**config.mk**
```make
export PLATFORM = sky130hd
export DESIGN_NAME = averaged_beam_break_counter
export DESIGN_NICKNAME = d
export VERILOG_FILES = /design/src/rtl/abbc_pkg.sv /design/src/rtl/abbc_detector.sv /design/src/rtl/averaged_beam_break_counter.sv
export SDC_FILE = /design/constraint.sdc
export NUM_CORES = 1
export LEC_CHECK = 0
export BUFFER_PORTS_ARGS = -buffer_cell sky130_fd_sc_hd__buf_2
export CORE_UTILIZATION = 50
export CTS_BUF_LIST = sky130_fd_sc_hd__clkbuf_4 sky130_fd_sc_hd__clkbuf_8
export DETAILED_ROUTE_END_ITERATION = 10
export GPL_TIMING_DRIVEN = 0
export PLACE_DENSITY = 0.69
export SYNTH_ARGS = -nofsm -noshare
export SYNTH_HDL_FRONTEND = slang
export SYNTH_SLANG_ARGS = --single-unit
```
**constraint.sdc**
```tcl
create_clock -name clk -period 5.5 [get_ports clk]
set_input_delay 0 -clock clk [delete_from_list [all_inputs] [get_ports clk]]
set_output_delay 0 -clock clk [all_outputs]
set_load 0.05 [all_outputs]
```
**src/rtl/abbc_pkg.sv**
```systemverilog
// Shared constants for the averaged beam-break counter.
package abbc_pkg;

    localparam int SAMPLE_W   = 12;
    localparam int COUNT_W    = 8;
    localparam int CFG_ADDR_W = 2;
    localparam int CFG_DATA_W = 12;

    localparam logic [COUNT_W-1:0] COUNT_MAX = '1;

    // Register indexes on the configuration port
    localparam logic [CFG_ADDR_W-1:0] REG_LOW_THRESHOLD  = 2'd0;
    localparam logic [CFG_ADDR_W-1:0] REG_HIGH_THRESHOLD = 2'd1;
    localparam logic [CFG_ADDR_W-1:0] REG_COUNT_LIMIT    = 2'd2;

    // Reset values of the registers
    localparam logic [SAMPLE_W-1:0] LOW_THRESHOLD_RST  = 12'd20;
    localparam logic [SAMPLE_W-1:0] HIGH_THRESHOLD_RST = 12'd40;
    localparam logic [COUNT_W-1:0]  COUNT_LIMIT_RST    = 8'd2;

endpackage

```
**src/rtl/abbc_detector.sv**
```systemverilog
// Boxcar average from the window sum, hysteresis detector and result register.
module abbc_detector
    import abbc_pkg::*;
#(
    parameter int WINDOW = 4
)
(
    input  logic                                      clk,
    input  logic                                      rst_n,
    input  logic                                      en,
    input  logic [$clog2(WINDOW*4095+1)-1:0]          sum,
    input  logic [SAMPLE_W-1:0]                       low_threshold,
    input  logic [SAMPLE_W-1:0]                       high_threshold,
    input  logic [COUNT_W-1:0]                        count_limit,
    output logic [SAMPLE_W-1:0]                       average,
    output logic [COUNT_W-1:0]                        break_count,
    output logic                                      limit_reached
);

    localparam int SUM_W   = $clog2(WINDOW*4095+1);
    localparam int LOG_W   = $clog2(WINDOW);
    localparam int SHIFT   = SUM_W + LOG_W;
    localparam int RECIP_W = SUM_W + 2;
    localparam int PROD_W  = SUM_W + RECIP_W;
    // Rounded-up reciprocal; exact floor division for every SUM_W-bit sum
    localparam logic [RECIP_W-1:0] RECIP =
        RECIP_W'(((64'd1 << SHIFT) + 64'(WINDOW) - 64'd1) / 64'(WINDOW));

    logic [PROD_W-1:0]   product;
    logic [SAMPLE_W-1:0] avg;
    logic                hit;
    logic [COUNT_W-1:0]  count_reg, count_next;
    logic                blocked_reg, blocked_next;
    logic [SAMPLE_W-1:0] avg_reg;
    logic                limit_reg;

    assign product = PROD_W'(sum) * PROD_W'(RECIP);
    assign avg     = product[SHIFT +: SAMPLE_W];
    assign hit     = (avg <= low_threshold) && !blocked_reg;

    always_comb
    begin
        count_next = count_reg;
        if (hit && count_reg != COUNT_MAX)
        begin
            count_next = count_reg + 1'b1;
        end
        // re-arm test follows the break test and wins
        priority if (avg >= high_threshold)
        begin
            blocked_next = 1'b0;
        end
        else if (hit)
        begin
            blocked_next = 1'b1;
        end
        else
        begin
            blocked_next = blocked_reg;
        end
    end

    always_ff @(posedge clk or negedge rst_n)
    begin
        if (!rst_n)
        begin
            count_reg   <= '0;
            blocked_reg <= 1'b1;
        end
        else if (en)
        begin
            count_reg   <= count_next;
            blocked_reg <= blocked_next;
        end
    end

    always_ff @(posedge clk)
    begin
        if (en)
        begin
            avg_reg   <= avg;
            limit_reg <= (count_next >= count_limit);
        end
    end

    assign average       = avg_reg;
    assign break_count   = count_reg;
    assign limit_reached = limit_reg;

    a_count_step: assert property (@(posedge clk) disable iff (!rst_n)
        en && hit && count_reg != COUNT_MAX |=> count_reg == $past(count_reg) + 1'b1)
        else $error("break count did not step on a detected break");

    a_state_hold: assert property (@(posedge clk) disable iff (!rst_n)
        !en |=> $stable(count_reg) && $stable(blocked_reg))
        else $error("detector state changed without a word");

endmodule

```
**src/rtl/averaged_beam_break_counter.sv**
```systemverilog
// Top level: sample window with running sum, detector stage and stream ports.
// Throughput: one word per cycle while results are taken; the window sum
// update and the reciprocal multiply plus compares each take one register stage.
// Back pressure only stalls the input when both stages hold a word and the
// output is not ready. Reset clears the window, sum, position and count, sets
// the blocked flag high and loads the default thresholds and limit.
module averaged_beam_break_counter
    import abbc_pkg::*;
#(
    parameter int WINDOW = 4
)
(
    input  logic                  clk,
    input  logic                  rst_n,
    input  logic                  s_axis_tvalid,
    output logic                  s_axis_tready,
    input  logic [15:0]           s_axis_tdata,   // [11:0] sample, [15:12] zero
    output logic                  m_axis_tvalid,
    input  logic                  m_axis_tready,
    output logic [23:0]           m_axis_tdata,   // [11:0] average, [19:12] break_count,
                                                  // [20] limit_reached, [23:21] zero
    input  logic                  cfg_we,
    input  logic [CFG_ADDR_W-1:0] cfg_addr,
    input  logic [CFG_DATA_W-1:0] cfg_wdata
);

    localparam int SUM_W = $clog2(WINDOW*4095+1);
    localparam int PTR_W = (WINDOW > 1) ? $clog2(WINDOW) : 1;
    localparam logic [PTR_W-1:0] PTR_LAST = PTR_W'(WINDOW - 1);

    logic [SAMPLE_W-1:0] low_reg, high_reg;
    logic [COUNT_W-1:0]  limit_reg;

    logic [SAMPLE_W-1:0] ring_reg [WINDOW];
    logic [SUM_W-1:0]    sum_reg, sum_next;
    logic [PTR_W-1:0]    pos_reg, pos_next;
    logic                v1_reg;
    logic                out_valid_reg;

    logic                s2_ready, adv, accept;
    logic [SAMPLE_W-1:0] sample;
    logic [SAMPLE_W-1:0] average;
    logic [COUNT_W-1:0]  break_count;
    logic                limit_reached;

    // configuration registers
    always_ff @(posedge clk or negedge rst_n)
    begin
        if (!rst_n)
        begin
            low_reg   <= LOW_THRESHOLD_RST;
            high_reg  <= HIGH_THRESHOLD_RST;
            limit_reg <= COUNT_LIMIT_RST;
        end
        else if (cfg_we)
        begin
            unique case (cfg_addr)
                REG_LOW_THRESHOLD:  low_reg   <= cfg_wdata;
                REG_HIGH_THRESHOLD: high_reg  <= cfg_wdata;
                REG_COUNT_LIMIT:    limit_reg <= cfg_wdata[COUNT_W-1:0];
                default:            ;
            endcase
        end
    end

    // handshake
    assign s2_ready      = !out_valid_reg || m_axis_tready;
    assign adv           = v1_reg && s2_ready;
    assign s_axis_tready = !v1_reg || s2_ready;
    assign accept        = s_axis_tvalid && s_axis_tready;
    assign m_axis_tvalid = out_valid_reg;

    // window update
    assign sample   = s_axis_tdata[SAMPLE_W-1:0];
    assign sum_next = sum_reg - SUM_W'(ring_reg[pos_reg]) + SUM_W'(sample);
    assign pos_next = (pos_reg == PTR_LAST) ? '0 : pos_reg + 1'b1;

    always_ff @(posedge clk or negedge rst_n)
    begin
        if (!rst_n)
        begin
            for (int i = 0; i < WINDOW; i++)
            begin
                ring_reg[i] <= '0;
            end
            sum_reg <= '0;
            pos_reg <= '0;
        end
        else if (accept)
        begin
            ring_reg[pos_reg] <= sample;
            sum_reg           <= sum_next;
            pos_reg           <= pos_next;
        end
    end

    always_ff @(posedge clk or negedge rst_n)
    begin
        if (!rst_n)
        begin
            v1_reg        <= 1'b0;
            out_valid_reg <= 1'b0;
        end
        else
        begin
            if (accept)
            begin
                v1_reg <= 1'b1;
            end
            else if (adv)
            begin
                v1_reg <= 1'b0;
            end
            if (adv)
            begin
                out_valid_reg <= 1'b1;
            end
            else if (m_axis_tready)
            begin
                out_valid_reg <= 1'b0;
            end
        end
    end

    abbc_detector #(
        .WINDOW(WINDOW)
    ) u_detector (
        .clk           (clk),
        .rst_n         (rst_n),
        .en            (adv),
        .sum           (sum_reg),
        .low_threshold (low_reg),
        .high_threshold(high_reg),
        .count_limit   (limit_reg),
        .average       (average),
        .break_count   (break_count),
        .limit_reached (limit_reached)
    );

    assign m_axis_tdata = {3'b000, limit_reached, break_count, average};

    a_stall_cause: assert property (@(posedge clk) disable iff (!rst_n)
        !s_axis_tready |-> v1_reg && out_valid_reg && !m_axis_tready)
        else $error("input stalled with a free stage");

    a_pos_range: assert property (@(posedge clk) disable iff (!rst_n)
        pos_reg <= PTR_LAST)
        else $error("window position out of range");

    a_adv_result: assert property (@(posedge clk) disable iff (!rst_n)
        adv |=> out_valid_reg)
        else $error("advanced word did not reach the output");

endmodule
```
==> flow_summary.html <==
<table>
<tr><th>Metric</th><th>Value</th></tr>
<tr><th colspan="2">Final layout</th></tr>
<tr><td>Number of flip-flops under the largest register name</td><td>48</td></tr>
<tr><td>Area growth syn-to-layout</td><td>18.5%</td></tr>
<tr><td>Final cell utilization of the core</td><td>61.7%</td></tr>
<tr><td>Number of nets in the layout</td><td>approximately 830</td></tr>
<tr><td>Number of inserted diodes</td><td>0</td></tr>
<tr><td>Post-route cell area</td><td>roughly 7900 sq um</td></tr>
<tr><td>Share of post-route cells with drive strength above 1</td><td>approximately a fifth</td></tr>
<tr><th colspan="2">Global routing</th></tr>
<tr><td>Total global routing overflow</td><td>0</td></tr>
<tr><td>Number of global-route vias before repair</td><td>5174</td></tr>
<tr><td>Number of antenna violations at the first check in global routing</td><td>0</td></tr>
<tr><td>Pin count of the biggest net entering global routing</td><td>58</td></tr>
<tr><td>Global routing usage summed across all routing layers</td><td>22.7%</td></tr>
<tr><td>Wire length of the first global-routing pass</td><td>24600 um</td></tr>
<tr><th colspan="2">Clock tree</th></tr>
<tr><td>H-tree lvl count</td><td>4</td></tr>
<tr><td>Clock-pin slew on the worst setup and hold paths</td><td>roughly 0.06 ns</td></tr>
<tr><td>Buffer count from post-CTS setup fixing</td><td>0</td></tr>
<tr><td>CTS Buffer Depth</td><td>2</td></tr>
<tr><td>Clock tree sinks</td><td>120</td></tr>
<tr><td>Clock tree from TritonCTS</td><td>done</td></tr>
<tr><td>Clk_lat worst skew</td><td>0.44 ns</td></tr>
<tr><td># resized after CTS</td><td>0</td></tr>
<tr><td>Clock tree root driver cell</td><td>sky130_fd_sc_hd__clkbuf_8</td></tr>
<tr><td>CTS Buf Count</td><td>17</td></tr>
<tr><th colspan="2">Place</th></tr>
<tr><td>Post-placement worst setup slack</td><td>1.34 ns</td></tr>
<tr><td>Placement-stage cell area</td><td>7170 sq um</td></tr>
<tr><td>Post-detailed-placement half-perimeter wirelength</td><td>between 10000 and 15000 um</td></tr>
<tr><td>Weighted congestion at the end of routability-driven global placement</td><td>between 0.8 and 0.9</td></tr>
<tr><td>PortBufs</td><td>53</td></tr>
<tr><th colspan="2">Route</th></tr>
<tr><td>Pre-Repair DR Iteration Count</td><td>5</td></tr>
<tr><td>Total met2 wirelength after detailed routing</td><td>7420 um</td></tr>
<tr><td>Detail Route met3 WL</td><td>551 um</td></tr>
<tr><td>WL final</td><td>14400 um</td></tr>
<tr><td>Post-route ant nets</td><td>0</td></tr>
<tr><td>Wirelength per Cell</td><td>15.7 um</td></tr>
<tr><td>Iteration-0 DRC Markers</td><td>229</td></tr>
<tr><td>Detail-routed via count per cell</td><td>5.33</td></tr>
<tr><td>Highest Signal Layer</td><td>met4</td></tr>
<tr><td>Routed metal-1 wirelength</td><td>between 6000 and 7000 um</td></tr>
<tr><td>Total number of vias</td><td>4900</td></tr>
<tr><td>Post-route DRC violation count</td><td>0</td></tr>
<tr><th colspan="2">Logic synthesis</th></tr>
<tr><td>Share of Yosys cell area claimed by the top area cell type</td><td>a little under two fifths</td></tr>
<tr><td>FF+latch count, synth</td><td>120</td></tr>
<tr><td>Sequential-to-total area share from yosys stat</td><td>46.2%</td></tr>
<tr><td>Most area-consuming cells after synthesis</td><td>sky130_fd_sc_hd__dfrtp_1 (38%), sky130_fd_sc_hd__ha_1 (9.6%), sky130_fd_sc_hd__edfxtp_1 (5.9%)</td></tr>
<tr><td>Most used standard cell by instance count after synthesis</td><td>sky130_fd_sc_hd__dfrtp_1</td></tr>
<tr><td>Post-synthesis cell type with the largest combined area</td><td>sky130_fd_sc_hd__dfrtp_1</td></tr>
<tr><td>Asr flop ratio synth</td><td>89.2%</td></tr>
<tr><td>Total standard cell area after synthesis</td><td>6650 sq um</td></tr>
<tr><td>Mean cell area of the mapped netlist</td><td>10.6 sq um</td></tr>
<tr><td>Most instantiated flip-flop cell in the synthesis netlist</td><td>sky130_fd_sc_hd__dfrtp_1</td></tr>
<tr><td>Most common library cells after synthesis</td><td>sky130_fd_sc_hd__dfrtp_1 (101), sky130_fd_sc_hd__inv_1 (88), sky130_fd_sc_hd__nand2_1 (87)</td></tr>
<tr><td>Number of synthesized flops with an enable pin</td><td>13</td></tr>
<tr><td>Synthesis warning total</td><td>0</td></tr>
<tr><td>Number of distinct library cell variants in the gate-level netlist after synthesis</td><td>53</td></tr>
<tr><td>Gate count of the mapped netlist</td><td>630</td></tr>
<tr><th colspan="2">Setup path</th></tr>
<tr><td>Critical Path RT</td><td>5.86 ns</td></tr>
<tr><td>Crit path kind</td><td>flop to flop</td></tr>
<tr><td>Biggest fanout along the worst timing path</td><td>10</td></tr>
<tr><td>Endpoint class of the critical path</td><td>flop</td></tr>
<tr><td>Element type at the critical path start</td><td>flop</td></tr>
<tr><td>Critical Path AT</td><td>4.50 ns</td></tr>
<tr><th colspan="2">Timing</th></tr>
<tr><td>Relative slew slack</td><td>38.6%</td></tr>
<tr><td>Count of endpoints failing hold in the final timing report</td><td>0</td></tr>
<tr><td>Final worst-path cycle share</td><td>75.4%</td></tr>
<tr><td>Setup violators final</td><td>0</td></tr>
<tr><td>Max Transition Viols Final</td><td>0</td></tr>
<tr><td>Setup Total Neg Slack</td><td>0 ns</td></tr>
<tr><td>Final setup skew</td><td>0.0135 ns</td></tr>
<tr><td>RSZ-0062 raised after global routing</td><td>false</td></tr>
<tr><td>Slew at the pin closest to its max-slew limit</td><td>slightly above 0.9 ns</td></tr>
<tr><td>Fin crit period</td><td>4.15 ns</td></tr>
<tr><td>Worst setup margin</td><td>about 1.4 ns</td></tr>
<tr><td>Highest attainable clock frequency</td><td>241 MHz</td></tr>
<tr><th colspan="2">Floorplan</th></tr>
<tr><td>Initial cell density of the core</td><td>a little over half</td></tr>
<tr><td>Vertical extent of the die</td><td>around 120 um</td></tr>
<tr><td>Boundary pin count</td><td>between 60 and 70</td></tr>
<tr><td>CORE AREA</td><td>12800 sq um</td></tr>
<tr><td>Die area</td><td>~14000 sq um</td></tr>
<tr><td>Chip Width</td><td>117 um</td></tr>
<tr><td>Placement Rows</td><td>around 40</td></tr>
<tr><th colspan="2">Flow run</th></tr>
<tr><td>Number of violations of the max-capacitance limit</td><td>0</td></tr>
<tr><th colspan="2">Pwr</th></tr>
<tr><td>Leak pwr</td><td>~3.9 nW</td></tr>
<tr><td>Maximum vdd ir drop</td><td>between 200 and 300 uV</td></tr>
<tr><td>Areal power density over the cells</td><td>634 nW/um^2</td></tr>
<tr><th colspan="2">Outcome</th></tr>
<tr><td>Run status</td><td>finished, final reports clean</td></tr>
<tr><th colspan="2">Worst hold path</th></tr>
<tr><td>Type of the worst min-delay path</td><td>input pin to flop</td></tr>
</table>
[path summary, 6_finish.rpt]
| check | startpoint | to | slack, ns | cells past startpoint |
|---|---|---|---|---|
| max in group asynchronous | rst_n | ring_reg[45]$_DFFE_PN0P_ | 4.65 | 3 |
| worst min register to register | sum_reg[2]$_DFFE_PN0P_ | u_detector.average[0]$_DFFE_PP_ | 0.45 | 0 |
| worst max register to register | pos_reg[0]$_DFFE_PN0P_ | sum_reg[13]$_DFFE_PN0P_ | 1.35 | 12 |
| min in group asynchronous | rst_n | u_detector.break_count[6]$_DFFE_PN0P_ | 0.14 | 2 |
| worst max-delay path | pos_reg[0]$_DFFE_PN0P_ | sum_reg[13]$_DFFE_PN0P_ | 1.35 | 12 |
| worst min-delay path | cfg_addr[0] | low_reg[0]$_DFFE_PN0P_ | 0.09 | 3 |
[per-layer routing]
| layer | GRT usage, % | up-vias |
|---|---|---|
| li1 | - | 2358 |
| met1 | 28.0 | 2418 |
| met2 | 39.3 | 105 |
| met3 | 4.18 | 19 |
| met4 | 8.93 | 0 |
| met5 | 0 | - |
[cell usage in the layout, fill, tap and decap left out, drive strengths merged, types with 7 or more instances in the layout]
master	synthesis	routed
dfrtp	101	101
inv	88	88
nand2	87	87
o21ai	76	76
buf	8	62
ha	51	51
clkbuf	14	36
mux2	31	31
dlygate4sd3	0	30
a21oi	17	17
xor2	14	14
edfxtp	13	13
mux4	12	12
fa	12	12
nor3	11	11
a21o	11	11
nor2	9	9
nand3	7	7
nand2b	7	7
clkinv	0	7
[power breakdown]
part / total, mW / switching (mW) / internal, mW
combinational: 2.71 / 1.55 / 1.16
clock: 0.827 / 0.339 / 0.488
sequential: 1.46 / 0.223 / 1.24
[cell type report]
type | count | area [sq um]
Clock buffer | 22 | 290
Fill cell | 1088 | 4890
Sequential cell | 120 | 3080
Buffer | 22 | 106
Multi-Input combinational cell | 402 | 3150
Inverter | 88 | 330
Clock inverter | 10 | 125
Timing Repair Buffer | 84 | 596
Tap cell | 172 | 215
[logic make-up after synthesis]
group           after synthesis  share of synthesized area [%]
simple gates                146                           10.7
compound gates              130                           11.6
flops                       120                           46.2
buf+inv                     110                           6.57
fa+ha+maj                    63                           13.2
mux                          44                           9.46
xor+xnor                     16                           2.11
other cells                   1                         0.0564
[timing repair]
action,in CTS,in global routing
hold buffers,30,0
hold endpoints to repair,127,0
setup endpoints to repair,0,0
[metrics by stage]
step	instances	hold slack (ns)	total power [mW]
2_1_floorplan	632	-0.296	3.53
3_3_place_gp	857	0.214	4.01
3_5_place_dp	858	0.0886	4.16
4_1_cts	920	0.0571	5.02
5_1_grt	920	0.0892	5.45
6_report	920	0.0887	5.00
[worst max-delay path, stage by stage (launching register included)]
cell                       delay (ns)
sky130_fd_sc_hd__dfrtp_1         0.38
sky130_fd_sc_hd__clkbuf_1        0.35
sky130_fd_sc_hd__buf_2           0.39
sky130_fd_sc_hd__mux4_2          0.58
sky130_fd_sc_hd__fa_1            0.49
sky130_fd_sc_hd__inv_1           0.04
sky130_fd_sc_hd__ha_1            0.23
sky130_fd_sc_hd__nor3_1          0.45
sky130_fd_sc_hd__o211ai_1        0.21
sky130_fd_sc_hd__and3_1          0.27
sky130_fd_sc_hd__a41oi_1         0.27
sky130_fd_sc_hd__mux2i_1         0.24
sky130_fd_sc_hd__xor2_1          0.16
No activity file was read; power rests on OpenSTA's default activity.
